===== src/rtl/core/ile_pkg.sv =====
package ile_pkg;

	localparam int CAPACITY_DEF   = 64;
	localparam int DATA_WIDTH_DEF = 32;

	localparam logic [3:0] OP_APPEND  = 4'd0;
	localparam logic [3:0] OP_INSERT  = 4'd1;
	localparam logic [3:0] OP_GET     = 4'd2;
	localparam logic [3:0] OP_SET     = 4'd3;
	localparam logic [3:0] OP_RMAT    = 4'd4;
	localparam logic [3:0] OP_RMFIRST = 4'd5;
	localparam logic [3:0] OP_RMALL   = 4'd6;
	localparam logic [3:0] OP_INDEX   = 4'd7;
	localparam logic [3:0] OP_LAST    = 4'd8;
	localparam logic [3:0] OP_CLEAR   = 4'd9;
	localparam logic [3:0] OP_DEDUP   = 4'd10;
	localparam logic [3:0] OP_MOSTF   = 4'd11;

	localparam logic [2:0] ST_OK    = 3'd0;
	localparam logic [2:0] ST_RANGE = 3'd1;
	localparam logic [2:0] ST_FULL  = 3'd2;
	localparam logic [2:0] ST_EMPTY = 3'd3;
	localparam logic [2:0] ST_MISS  = 3'd4;

	// controller states, also seen by the cells as the current phase
	localparam logic [3:0] PH_IDLE    = 4'd0;
	localparam logic [3:0] PH_APPEND  = 4'd1;
	localparam logic [3:0] PH_INSERT  = 4'd2;
	localparam logic [3:0] PH_ROTLOAD = 4'd3;
	localparam logic [3:0] PH_ROT     = 4'd4;
	localparam logic [3:0] PH_SCAN    = 4'd5;
	localparam logic [3:0] PH_COMMIT  = 4'd6;
	localparam logic [3:0] PH_COMPACT = 4'd7;
	localparam logic [3:0] PH_DONE    = 4'd8;

	typedef struct packed {
		logic [3:0] phase;
		logic [3:0] op;
		logic       par;
	} ctl_t;

endpackage


===== src/rtl/core/ile_cell.sv =====
module ile_cell #(
	parameter int CAPACITY   = ile_pkg::CAPACITY_DEF,
	parameter int DATA_WIDTH = ile_pkg::DATA_WIDTH_DEF,
	parameter int CNT_W      = 7,
	parameter int PW         = 6,
	parameter int INDEX      = 0
) (
	input  logic                  clk,
	input  logic                  arst_n,
	input  ile_pkg::ctl_t         ctl,
	input  logic [CNT_W-1:0]      size,
	input  logic [5:0]            pos,
	input  logic [DATA_WIDTH-1:0] val,
	input  logic [DATA_WIDTH-1:0] left_data,
	input  logic                  left_hole,
	input  logic [DATA_WIDTH-1:0] right_data,
	input  logic                  right_hole,
	input  logic [DATA_WIDTH-1:0] rot_in,
	input  logic                  rotv_in,
	input  logic                  c_hit,
	input  logic [PW-1:0]         c_pos,
	input  logic [CNT_W-1:0]      c_cnt,
	input  logic [DATA_WIDTH-1:0] c_data,
	output logic [DATA_WIDTH-1:0] data,
	output logic                  hole,
	output logic [DATA_WIDTH-1:0] rot,
	output logic                  rotv,
	output logic                  o_hit,
	output logic [PW-1:0]         o_pos,
	output logic [CNT_W-1:0]      o_cnt,
	output logic [DATA_WIDTH-1:0] o_data
);

	localparam logic ODD = logic'(INDEX % 2);

	logic [DATA_WIDTH-1:0] data_q, rot_q, o_data_q, n_data;
	logic                  hole_q, rotv_q, o_hit_q, n_hit;
	logic [PW-1:0]         o_pos_q, n_pos;
	logic [CNT_W-1:0]      fq_q, o_cnt_q, n_cnt;
	logic                  valid, at_pos, match, first, drop, mine;

	always_comb begin
		valid  = 32'(size) > INDEX;
		at_pos = 32'(pos) == INDEX;
		match  = valid && (data_q == val);
		first  = match && !c_hit;
		mine   = (ctl.par == ODD);
		n_hit  = c_hit;
		n_pos  = c_pos;
		n_cnt  = c_cnt;
		n_data = c_data;
		drop   = 1'b0;
		case (ctl.op)
			ile_pkg::OP_GET, ile_pkg::OP_SET, ile_pkg::OP_RMAT: begin
				n_hit = c_hit | at_pos;
				if (at_pos) n_data = data_q;
				drop = (ctl.op == ile_pkg::OP_RMAT) && at_pos;
			end
			ile_pkg::OP_RMFIRST, ile_pkg::OP_INDEX: begin
				n_hit = c_hit | match;
				if (first) n_pos = PW'(INDEX);
				drop = (ctl.op == ile_pkg::OP_RMFIRST) && first;
			end
			ile_pkg::OP_LAST: begin
				n_hit = c_hit | match;
				if (match) n_pos = PW'(INDEX);
			end
			ile_pkg::OP_RMALL: begin
				drop  = match;
				n_cnt = c_cnt + CNT_W'(match);
			end
			ile_pkg::OP_DEDUP: begin
				n_hit = c_hit | match;
				drop  = match && c_hit;
				n_cnt = c_cnt + CNT_W'(drop);
			end
			ile_pkg::OP_MOSTF: begin
				if (valid && fq_q > c_cnt) begin
					n_cnt  = fq_q;
					n_data = data_q;
				end
			end
			default: ;
		endcase
	end

	always_ff @(posedge clk) begin
		o_hit_q  <= n_hit;
		o_pos_q  <= n_pos;
		o_cnt_q  <= n_cnt;
		o_data_q <= n_data;
		case (ctl.phase)
			ile_pkg::PH_APPEND: begin
				if (32'(size) == INDEX) data_q <= val;
			end
			ile_pkg::PH_INSERT: begin
				if (at_pos) data_q <= val;
				else if (INDEX > 32'(pos) && INDEX <= 32'(size)) data_q <= left_data;
			end
			ile_pkg::PH_COMMIT: begin
				if (ctl.op == ile_pkg::OP_SET && at_pos) data_q <= val;
			end
			ile_pkg::PH_COMPACT: begin
				if (mine && hole_q && !right_hole) data_q <= right_data;
			end
			ile_pkg::PH_ROTLOAD: begin
				rot_q <= data_q;
			end
			ile_pkg::PH_ROT: begin
				rot_q <= rot_in;
			end
			default: ;
		endcase
	end

	always_ff @(posedge clk or negedge arst_n) begin
		if (!arst_n) begin
			hole_q <= 1'b0;
			rotv_q <= 1'b0;
			fq_q   <= '0;
		end else begin
			case (ctl.phase)
				ile_pkg::PH_COMMIT: hole_q <= !valid || drop;
				ile_pkg::PH_COMPACT: begin
					if (mine && hole_q && !right_hole) hole_q <= 1'b0;
					else if (!mine && left_hole && !hole_q) hole_q <= 1'b1;
				end
				ile_pkg::PH_ROTLOAD: begin
					rotv_q <= valid;
					fq_q   <= '0;
				end
				ile_pkg::PH_ROT: begin
					rotv_q <= rotv_in;
					fq_q   <= fq_q + CNT_W'(rotv_q && valid && rot_q == data_q);
				end
				default: ;
			endcase
		end
	end

	assign data   = data_q;
	assign hole   = hole_q;
	assign rot    = rot_q;
	assign rotv   = rotv_q;
	assign o_hit  = o_hit_q;
	assign o_pos  = o_pos_q;
	assign o_cnt  = o_cnt_q;
	assign o_data = o_data_q;

endmodule


===== config.mk =====
export PLATFORM = sky130hd
export DESIGN_NAME = ile_cell
export DESIGN_NICKNAME = d
export VERILOG_FILES = /design/src/rtl/core/ile_pkg.sv /design/src/rtl/core/ile_cell.sv
export SDC_FILE = /design/constraint.sdc
export NUM_CORES = 1
export LEC_CHECK = 0
export ABC_AREA = 1
export BUFFER_PORTS_ARGS = -buffer_cell sky130_fd_sc_hd__buf_2
export CORE_UTILIZATION = 40
export DETAILED_ROUTE_END_ITERATION = 10
export PLACE_DENSITY_LB_ADDON = 0.1
export SYNTH_ARGS = -nofsm -noshare
export SYNTH_HDL_FRONTEND = slang
export SYNTH_SLANG_ARGS = --single-unit

===== constraint.sdc =====
create_clock -name clk -period 4.8 [get_ports clk]
set_input_delay 0.48 -clock clk [delete_from_list [all_inputs] [get_ports clk]]
set_output_delay 0.48 -clock clk [all_outputs]
set_load 0.05 [all_outputs]

# Yosys cells after proc, flatten, opt, wreduce, memory -nomap -nowiden
# Index checks and enable logic that the tools add are counted.
[word_totals]
regBits = 119
word_cells = 88
[classes]
add_sub_neg = 3
magnitude_cmp = 2
n_eq_ne = 22
mux = 21
n_bitwise = 3
reduce_logical = 28
[ops]
columns = ["op", "n"]
rows = [
  ["$mux 32", 6],
  ["$pmux 32 s2", 2],
  ["$pmux 32 s4", 1],
  ["$eq 32x32->1", 2],
  ["$eq 4x3->1 const B", 7],
  ["$add 7x1->7", 3],
  ["$pmux 7 s3", 1],
  ["$eq 4x2->1 const B", 4],
  ["$pmux 7 s2", 1],
  ["$logic_and 1x1->1", 13],
  ["$eq 4x4->1 const B", 3],
  ["$mux 6", 2],
  ["$pmux 6 s2", 1],
  ["$ne 2x2->1 const B", 4],
  ["$gt 7x1->1 const B", 1],
  ["$gt 7x7->1", 1],
  ["$logic_not 7->1", 1],
  ["$mux 7", 1],
  ["$logic_not 6->1", 1],
  ["$pmux 1 s2", 3],
  ["$reduce_and 5->1", 1],
  ["$eq 4x1->1 const B", 1],
  ["$logic_not 1->1", 4],
  ["$pmux 1 s4", 1],
  ["other kinds (11)", 14],
]

# Longest topological paths before layout
# Gate-level depths: netlist (run 1).
[logic_depth]
depth_word = 7
ltp_mapped = 19

# Least setup slack after synthesis (run 1)
# No wires, ideal clock.
[synth_timing]
kind = "input to register"
from = "input ctl[7] (netlist bit)"
to = "register data_q[0] (netlist: data[0]), enable pin"
arrival_time_ps = 4265
t_required_ps = 4298
slack_ps = 34
stages = 9
cell_sequence = "inv_1 > nor2_1 > inv_1 > nor2_1 > inv_1 > clkbuf_1 > nand3_1 > a21oi_1 > nor4_1"
[synth_between]
elab_chain_len = 3
elab_cells_between_ends = 10
cone_classes = "8 x eq/ne; 2 x reduce/logical"
[synth_rtl]
columns = ["item", "line_no", "text"]
rows = [
  ["start: declaration", "ile_cell.sv:10", "input ile_pkg::ctl_t ctl,"],
  ["$eq 4x3->1, or another cell as far along", "ile_cell.sv:92", "case (ctl.phase)"],
  ["$reduce_bool 4->1 (no source line) or $ne 2x2->1 (tied branches)", "-", ""],
  ["$reduce_and 5->1 (no source line) (*)", "-", ""],
  ["end signal: assignment", "ile_cell.sv:94", "if (32'(size) == INDEX) data_q <= val;"],
  ["end signal: assignment", "ile_cell.sv:97", "if (at_pos) data_q <= val;"],
  ["end signal: assignment", "ile_cell.sv:98", "else if (INDEX > 32'(pos) && INDEX <= 32'(size)) data_q <= left_data;"],
  ["end: declaration", "ile_cell.sv:36", "logic [DATA_WIDTH-1:0] data_q, rot_q, o_data_q, n_data;"],
]
# Every way passes the cells marked *; elsewhere a longest branch is shown, timed or not.
# A chain may end at the register's enable or synchronous reset.

# Final worst setup path (run 1)
[layout_timing]
from = "register data_q[7] (netlist: data[7])"
to = "register o_cnt_q[6] (netlist: o_cnt[6])"
[layout_between]
elab_chain_len = 5
elab_cells_between_ends = 6
cone_classes = "2 x add/sub; 1 x eq/ne; 1 x mux; 2 x reduce/logical"
[layout_rtl]
columns = ["item", "line_no", "text"]
rows = [
  ["$eq 32x32->1 (*)", "ile_cell.sv:45", "match = valid && (data_q == val);"],
  ["$logic_and 1x1->1 (*)", "ile_cell.sv:45", ""],
  ["$logic_and 1x1->1", "ile_cell.sv:74", "drop = match && c_hit;"],
  ["$add 7x1->7", "ile_cell.sv:75", "n_cnt = c_cnt + CNT_W'(drop);"],
  ["$pmux 7 s3 (*)", "ile_cell.sv:53", "case (ctl.op)"],
  ["via n_cnt[6]", "ile_cell.sv:39", "logic [CNT_W-1:0] fq_q, o_cnt_q, n_cnt;"],
  ["end signal: assignment", "ile_cell.sv:90", "o_cnt_q <= n_cnt;"],
  ["end: declaration", "ile_cell.sv:39", ""],
]
# Mark *: on every way through the listed nets, which the timed path passes. The rest lies on a longest branch.

==> impl_metrics.env, run 1 <==
export IMPL_synth_nets=1105
export IMPL_setup_viol=0
export IMPL_grt_max_degree=71
export IMPL_grt_usage_pct=25.93
export IMPL_grt_pass1_vias=6233
export IMPL_ys_seq_area_share_pct=45.65
export IMPL_yosysTopAreaCell="edfxtp_1"
export IMPL_fmax_mhz=359.3
export IMPL_netSwitchingFraction_pct=32.08
export IMPL_gp_congestion=0.8554
export IMPL_stdcell_area_sq_um=8848
export IMPL_fp_dieH_microns=131.6
export IMPL_cp_end_kind="register"
export IMPL_synth_area_leaders="edfxtp_1 (29%), nand2_1 (16%), dfxtp_1 (14%), o21ai_0 (7.7%), o21ai_1 (5.2%)"
export IMPL_cts_buffer_depth=2
export IMPL_cp_data_arrival_time_ns=3.07
export IMPL_clock_latency_ns=0.42
export IMPL_ys_ff_latch=119
export IMPL_fin_util_pct=53.74
export IMPL_numCtsBuffers=17
export IMPL_rsz0062_at_grt="no"
export IMPL_clk_pin_slew_ns=0.06
export IMPL_cts_root_buf="clkbuf_16"
export IMPL_yosysWarningCount=0
export IMPL_antenna_found_initial=4
export IMPL_p_seq_share_pct=39.0
export IMPL_cp_startpoint="data[7]"
export IMPL_async_flop_share_pct=7.563
export IMPL_io_buffer_count=280
export IMPL_r2r_end="o_cnt[6]"
export IMPL_cts_tree="built"
export IMPL_drc=0
export IMPL_cts_sinks=119
export IMPL_crit_required_ns=5.09
export IMPL_drt_iter0_drc=438
export IMPL_fillers=1660
export IMPL_worstSetupEndpoint="o_cnt[6]"
export IMPL_fin_nets=1374
export IMPL_vias=6878
export IMPL_worstSetupPathType="reg -> reg"
export IMPL_slew_headroom_pct=31.20
export IMPL_cp_start_kind="register"
export IMPL_worstMarginPinSlew_ns=1.030
export IMPL_overflow=0
export IMPL_place_area_sq_um=8272
export IMPL_drv_slew=0
export IMPL_dieArea_sq_um=17320
export IMPL_fin_tns_setup_ns=0
export IMPL_synth_top_area_share_pct=28.60
export IMPL_clock_power_share_pct=39.5
export IMPL_p_leak_uw=0.004265
export IMPL_syn_avg_cell_area_sq_um=7.525
export IMPL_synth_distinct_cells=40
export IMPL_fin_crit_sh_pct=57.98
export IMPL_reg2reg_depth=16
export IMPL_h_tree_depth=4
export IMPL_status="finished clean"
export IMPL_drt_wl_total_mm=22.10
export IMPL_initial_core_util_pct=40.81
export IMPL_combPwrFrac_pct=21.5
export IMPL_clock_skew_ns=0.009304
export IMPL_holdWs_ns=0.2703
export IMPL_wl_per_cell_microns=15.82
export IMPL_postCtsSetupBuffers=0
export IMPL_timing_rr_start="data[7]"
export IMPL_cts_resized=0
export IMPL_ys_top_cells_by_count="nand2_1 (290), o21ai_0 (103), inv_1 (73)"
export IMPL_min_period_ns=2.783
export IMPL_synthFlopType="edfxtp_1"
export IMPL_pwr_density_cell_nw_per_um2=351.7
export IMPL_layout_drive_gt1_share_pct=29.62
export IMPL_routed_via_density=4.923
export IMPL_syn_inst=893
export IMPL_cell_internal_pwr_uw=2114
export IMPL_hpwl_mm=17.12
export IMPL_r2r_slack_ns=2.02
export IMPL_crit_fanout=7
export IMPL_synth_edf_count=64
export IMPL_hold_class="in -> reg"
export IMPL_synth_area_sq_um=6720
export IMPL_grt_pass1_wl_mm=33.95
export IMPL_synth_most_common_cell="nand2_1"
export IMPL_ctsHoldBuffers=1
export IMPL_fp_row_count=47
export IMPL_vdd_drop_max_v=0.0002365
export IMPL_drt_pass1_iterations=5
export IMPL_area_delta_synth_final_pct=31.67
export IMPL_switching_power_uw=998.4
export IMPL_hold_violations=0
export IMPL_ant_nets=0
export IMPL_ios=313
export IMPL_core_sq_um=16470
export IMPL_die_w_microns=131.6
export IMPL_max_cap_violations=0
==> cell families (layout without fill, tap and decap cells) <==
family | after synthesis | in the layout | synth area share [%]
AO/OA/AOI/OAI | 215 | 215 | 17.15
XOR/XNOR | 21 | 21 | 2.737
adder cells (fa/ha/maj) | 11 | 11 | 2.048
buffers and inverters | 124 | 406 | 7.801
flip-flops | 119 | 119 | 45.65
multiplexers | 2 | 2 | 0.2979
other | 0 | 2 | 0
AND/OR/NAND/NOR | 401 | 401 | 24.32
==> per-stage QoR <==
| step | std cells | total power [uW] | setup WS (ns) |
|---|---|---|---|
| 5_1_grt | 1397 | 3244 | 1.748 |
| 2_1_floorplan | 893 | 1669 | 0.03376 |
| 3_5_place_dp | 1362 | 1905 | 1.765 |
| 4_1_cts | 1395 | 3135 | 1.984 |
| 3_3_place_gp | 1362 | 1897 | 1.770 |
| 6_report | 1397 | 3112 | 2.017 |
==> state kept, by name, summed over array words and instances (netlist names) <==
name / flops
data: 32
fq_q: 7
hole: 1
o_cnt: 7
o_data: 32
o_hit: 1
o_pos: 6
rot: 32
rotv: 1
==> critical path: stages, from the launching register on <==
cell and delay, ns:
edfxtp_1 0.38, inv_1 0.29, o22ai_1 0.13, nor2_1 0.21
nand3_1 0.13, nor2_2 0.17, nand2_2 0.11, a31oi_1 0.25
ha_1 0.23, ha_1 0.17, nand2_1 0.05, inv_1 0.07
nand2_1 0.08, nor2_1 0.09, nand3_1 0.10, nand3_1 0.09
o211ai_1 0.10
==> how the worst min path moves through the flow <==
stage / startpoint / to / slack, ns / depth (start not counted)
after floorplan: arst_n / fq_q[0] / 0.18 / 0
after global placement: arst_n / fq_q[2] / 0.36 / 1
after detailed placement: arst_n / fq_q[2] / 0.36 / 1
after CTS: c_pos[4] / o_pos[4] / 0.26 / 3
after global routing: c_pos[5] / o_pos[5] / 0.27 / 3
final: c_pos[0] / o_pos[0] / 0.27 / 3
==> power groups by stage <==
stage	clock, uW	combinational, uW	sequential, uW
after floorplan	0	203	1470
after global placement	0	664	1230
after detailed placement	0	670	1230
after CTS	1250	673	1210
after global routing	1300	724	1220
final	1230	668	1210
==> cell usage in the layout, fill, tap and decap left out, types with 2 or more instances in the layout <==
| master | count |
|---|---|
| diode_2 | 2 |
| a22oi_1 | 3 |
| or2_2 | 6 |
| nor2_4 | 2 |
| xor2_1 | 7 |
| ha_1 | 11 |
| a22o_1 | 3 |
| edfxtp_1 | 64 |
| dfrtp_1 | 9 |
| a21oi_1 | 14 |
| buf_4 | 5 |
| clkbuf_16 | 19 |
| nand3_1 | 24 |
| xnor2_1 | 14 |
| nand2_2 | 2 |
| buf_2 | 280 |
| nor4_1 | 4 |
| o21ai_1 | 69 |
| nand4_1 | 3 |
| o211ai_1 | 6 |
| o22ai_1 | 8 |
| clkinv_2 | 7 |
| dfxtp_1 | 46 |
| nor3_2 | 3 |
| inv_2 | 14 |
| nand2_1 | 290 |
| nor3_1 | 3 |
| mux2i_1 | 2 |
| nor2_1 | 57 |
| a221oi_1 | 2 |
| a31oi_1 | 3 |
| clkbuf_1 | 4 |
| o21ai_0 | 103 |
| nor2_2 | 3 |
| inv_1 | 73 |
==> layer usage <==
layer  GRT usage [%]  wire [microns]
met5               0              27
met4           9.561             391
met3           5.671            1424
met2           40.06           10040
met1           35.43           10220
==> cell type report <==
| cell class | instances | area [sq um] | share of cell area, % |
|---|---|---|---|
| multi-input cells | 650 | 3159 | 35.70 |
| flip-flops and latches | 119 | 3068 | 34.67 |
| repair buffers | 286 | 1449 | 16.37 |
| clock buffers | 23 | 490.5 | 5.543 |
| inverters | 88 | 330.3 | 3.733 |
| well taps | 220 | 275.3 | 3.111 |
| clock inverters | 9 | 71.32 | 0.8060 |
| diodes | 2 | 5.005 | 0.05656 |
No activity file was read; power rests on OpenSTA's default activity.
==> inputs of run 2 (changes only) <==
==> constraint.sdc (replaced) <==
create_clock -name clk -period 2.7 [get_ports clk]
set_input_delay 0.27 -clock clk [delete_from_list [all_inputs] [get_ports clk]]
set_output_delay 0.27 -clock clk [all_outputs]
set_load 0.05 [all_outputs]
==> run 2 against run 1 <==
  * Flip-flop and latch count did not move
  * Setup slack got worse by 1.9 ns
  * Global-route usage rose by 0.41 points
  * Sequential share of layout area fell by 1.7 points
  * Sequential power rose by 78%
  * Critical endpoint is now fq_q[6]
  * Largest cell class unchanged
==> impl_metrics.env, run 2 (same netlist as run 1, synthesis figures left out) <==
export IMPL_multi_input_area_sq_um=3271
export IMPL_worstMarginPinSlew_ns=0.9818
export IMPL_cp_start_kind="register"
export IMPL_layout_drive_gt1_share_pct=33.99
export IMPL_vdd_drop_max_v=0.0004324
export IMPL_holdWs_ns=0.06555
export IMPL_final_seq_area_sq_um=3068
export IMPL_routed_via_density=4.958
export IMPL_clock_skew_ns=0.008151
export IMPL_core_sq_um=16470
export IMPL_gp_congestion=0.8566
export IMPL_rsz0062_at_grt="yes"
export IMPL_place_worst_setup_slack_ns=-0.02546
export IMPL_hold_class="in -> reg"
export IMPL_cts_tree="built"
export IMPL_io_buffer_count=280
export IMPL_fp_dieH_microns=131.6
export IMPL_drt_wl_total_mm=22.73
export IMPL_crit_required_ns=3.00
export IMPL_clock_latency_ns=0.42
export IMPL_grt_pass1_vias=6321
export IMPL_postLayoutSetupSlackWorst_ns=0.1510
export IMPL_fin_nets=1411
export IMPL_drc=0
export IMPL_setup_viol=0
export IMPL_timing_rr_start="data[12]"
export IMPL_h_tree_depth=4
export IMPL_wl_per_cell_microns=15.86
export IMPL_crit_fanout=5
export IMPL_fp_row_count=47
export IMPL_cp_data_arrival_time_ns=2.85
export IMPL_ios=313
export IMPL_grt_max_degree=70
export IMPL_vias=7105
export IMPL_hold_violations=0
export IMPL_r2r_slack_ns=0.15
export IMPL_drv_slew=0
export IMPL_grt_pass1_wl_mm=34.38
export IMPL_p_leak_uw=0.004446
export IMPL_fmax_mhz=392.3
export IMPL_numCtsBuffers=17
export IMPL_cp_startpoint="data[12]"
export IMPL_fin_crit_sh_pct=94.41
export IMPL_status="finished clean"
export IMPL_p_total_uw=5769
export IMPL_drt_iter0_drc=495
export IMPL_die_w_microns=131.6
export IMPL_fillers=1657
export IMPL_max_cap_violations=0
export IMPL_reg2reg_depth=15
export IMPL_cp_end_kind="register"
export IMPL_grt_usage_pct=26.35
export IMPL_drt_pass1_iterations=4
export IMPL_worstSetupEndpoint="fq_q[6]"
export IMPL_overflow=0
export IMPL_clk_pin_slew_ns=0.06
export IMPL_cts_root_buf="clkbuf_16"
export IMPL_min_period_ns=2.549
export IMPL_r2r_end="fq_q[6]"
export IMPL_dieArea_sq_um=17320
export IMPL_worstSetupPathType="reg -> reg"
export IMPL_pwr_density_cell_nw_per_um2=620.3
export IMPL_antenna_found_initial=1
export IMPL_slew_headroom_pct=34.45
export IMPL_final_cell_mix="nand2_1 (285), buf_2 (280), o21ai_0 (101)"
export IMPL_area_delta_synth_final_pct=38.39
export IMPL_final_common_cell="nand2_1"
export IMPL_initial_core_util_pct=40.81
export IMPL_ant_nets=0
export IMPL_cts_buffer_depth=2
export IMPL_hpwl_mm=17.66
export IMPL_cts_sinks=119
-- run 2: metal layers --
metal | share of wire (%) | up-vias | track usage, % | routed length, microns
met1 | 46 | 3213 | 36.47 | 10350
met3 | 7.3 | 31 | 5.864 | 1659
li1 | - | 3574 | - | -
met4 | 2.2 | 0 | 9.755 | 511
met5 | 0 | - | 0 | 0
met2 | 45 | 287 | 40.06 | 10210
-- run 2: worst min-delay path by stage --
stage,from,endpoint,slack (ns),depth (start not counted)
global placement,arst_n,fq_q[2],0.15,1
detailed placement,arst_n,fq_q[2],0.15,1
floorplan,arst_n,fq_q[0],-0.03,0
global route,c_pos[3],o_pos[3],0.06,3
finish,c_pos[3],o_pos[3],0.07,3
CTS,c_pos[3],o_pos[3],0.05,3
-- run 2: layout make-up --
cell class	instances	share of cell area [%]
Sequential cell	119	32.99
Multi-Input combinational cell	650	35.17
Timing Repair Buffer	323	18.88
Antenna cell	1	0.02691
Clock buffer	21	4.736
Tap cell	220	2.960
Clock inverter	11	1.668
Inverter	88	3.579
-- run 2: power breakdown --
group	leakage [uW]	total, uW	internal [uW]	switching (uW)
registers	0.00110	2150	2060	85.5
logic	0.00306	1280	385	895
clock network	0.000290	2340	1530	812
-- run 2: worst max-delay path: stages (launching register included) --
cell      delay [ns]
edfxtp_1        0.38
inv_2           0.06
buf_6           0.13
a22o_1          0.26
nor4_4          0.30
buf_4           0.16
nand3_1         0.09
nor2_2          0.12
ha_2            0.21
ha_4            0.13
nand2_1         0.06
inv_2           0.06
nand2_1         0.07
nor2_2          0.14
nand3_1         0.10
mux2i_1         0.15
-- run 2: metrics by stage --
step | instance area [sq um] | util [%] | TNS [ns] | std cells
final | 9300 | 56.48 | 0 | 1433
after global placement | 8463 | 51.40 | -0.04647 | 1383
after floorplan | 6735 | - | 0 | 893
after detailed placement | 8463 | 51.40 | -0.02546 | 1383
after CTS | 9075 | 55.11 | 0 | 1416
after global routing | 9300 | 56.48 | -0.02542 | 1433
-- run 2: repair_timing --
item                                    4_1_cts  5_1_grt
endpoints found under the hold margin         9        0
endpoints found under the setup margin        2        5
pin swaps                                     0       17
cloned                                        0        0
gates resized for setup                       1       35
hold buffers                                  1        0
buffers inserted                              0       16
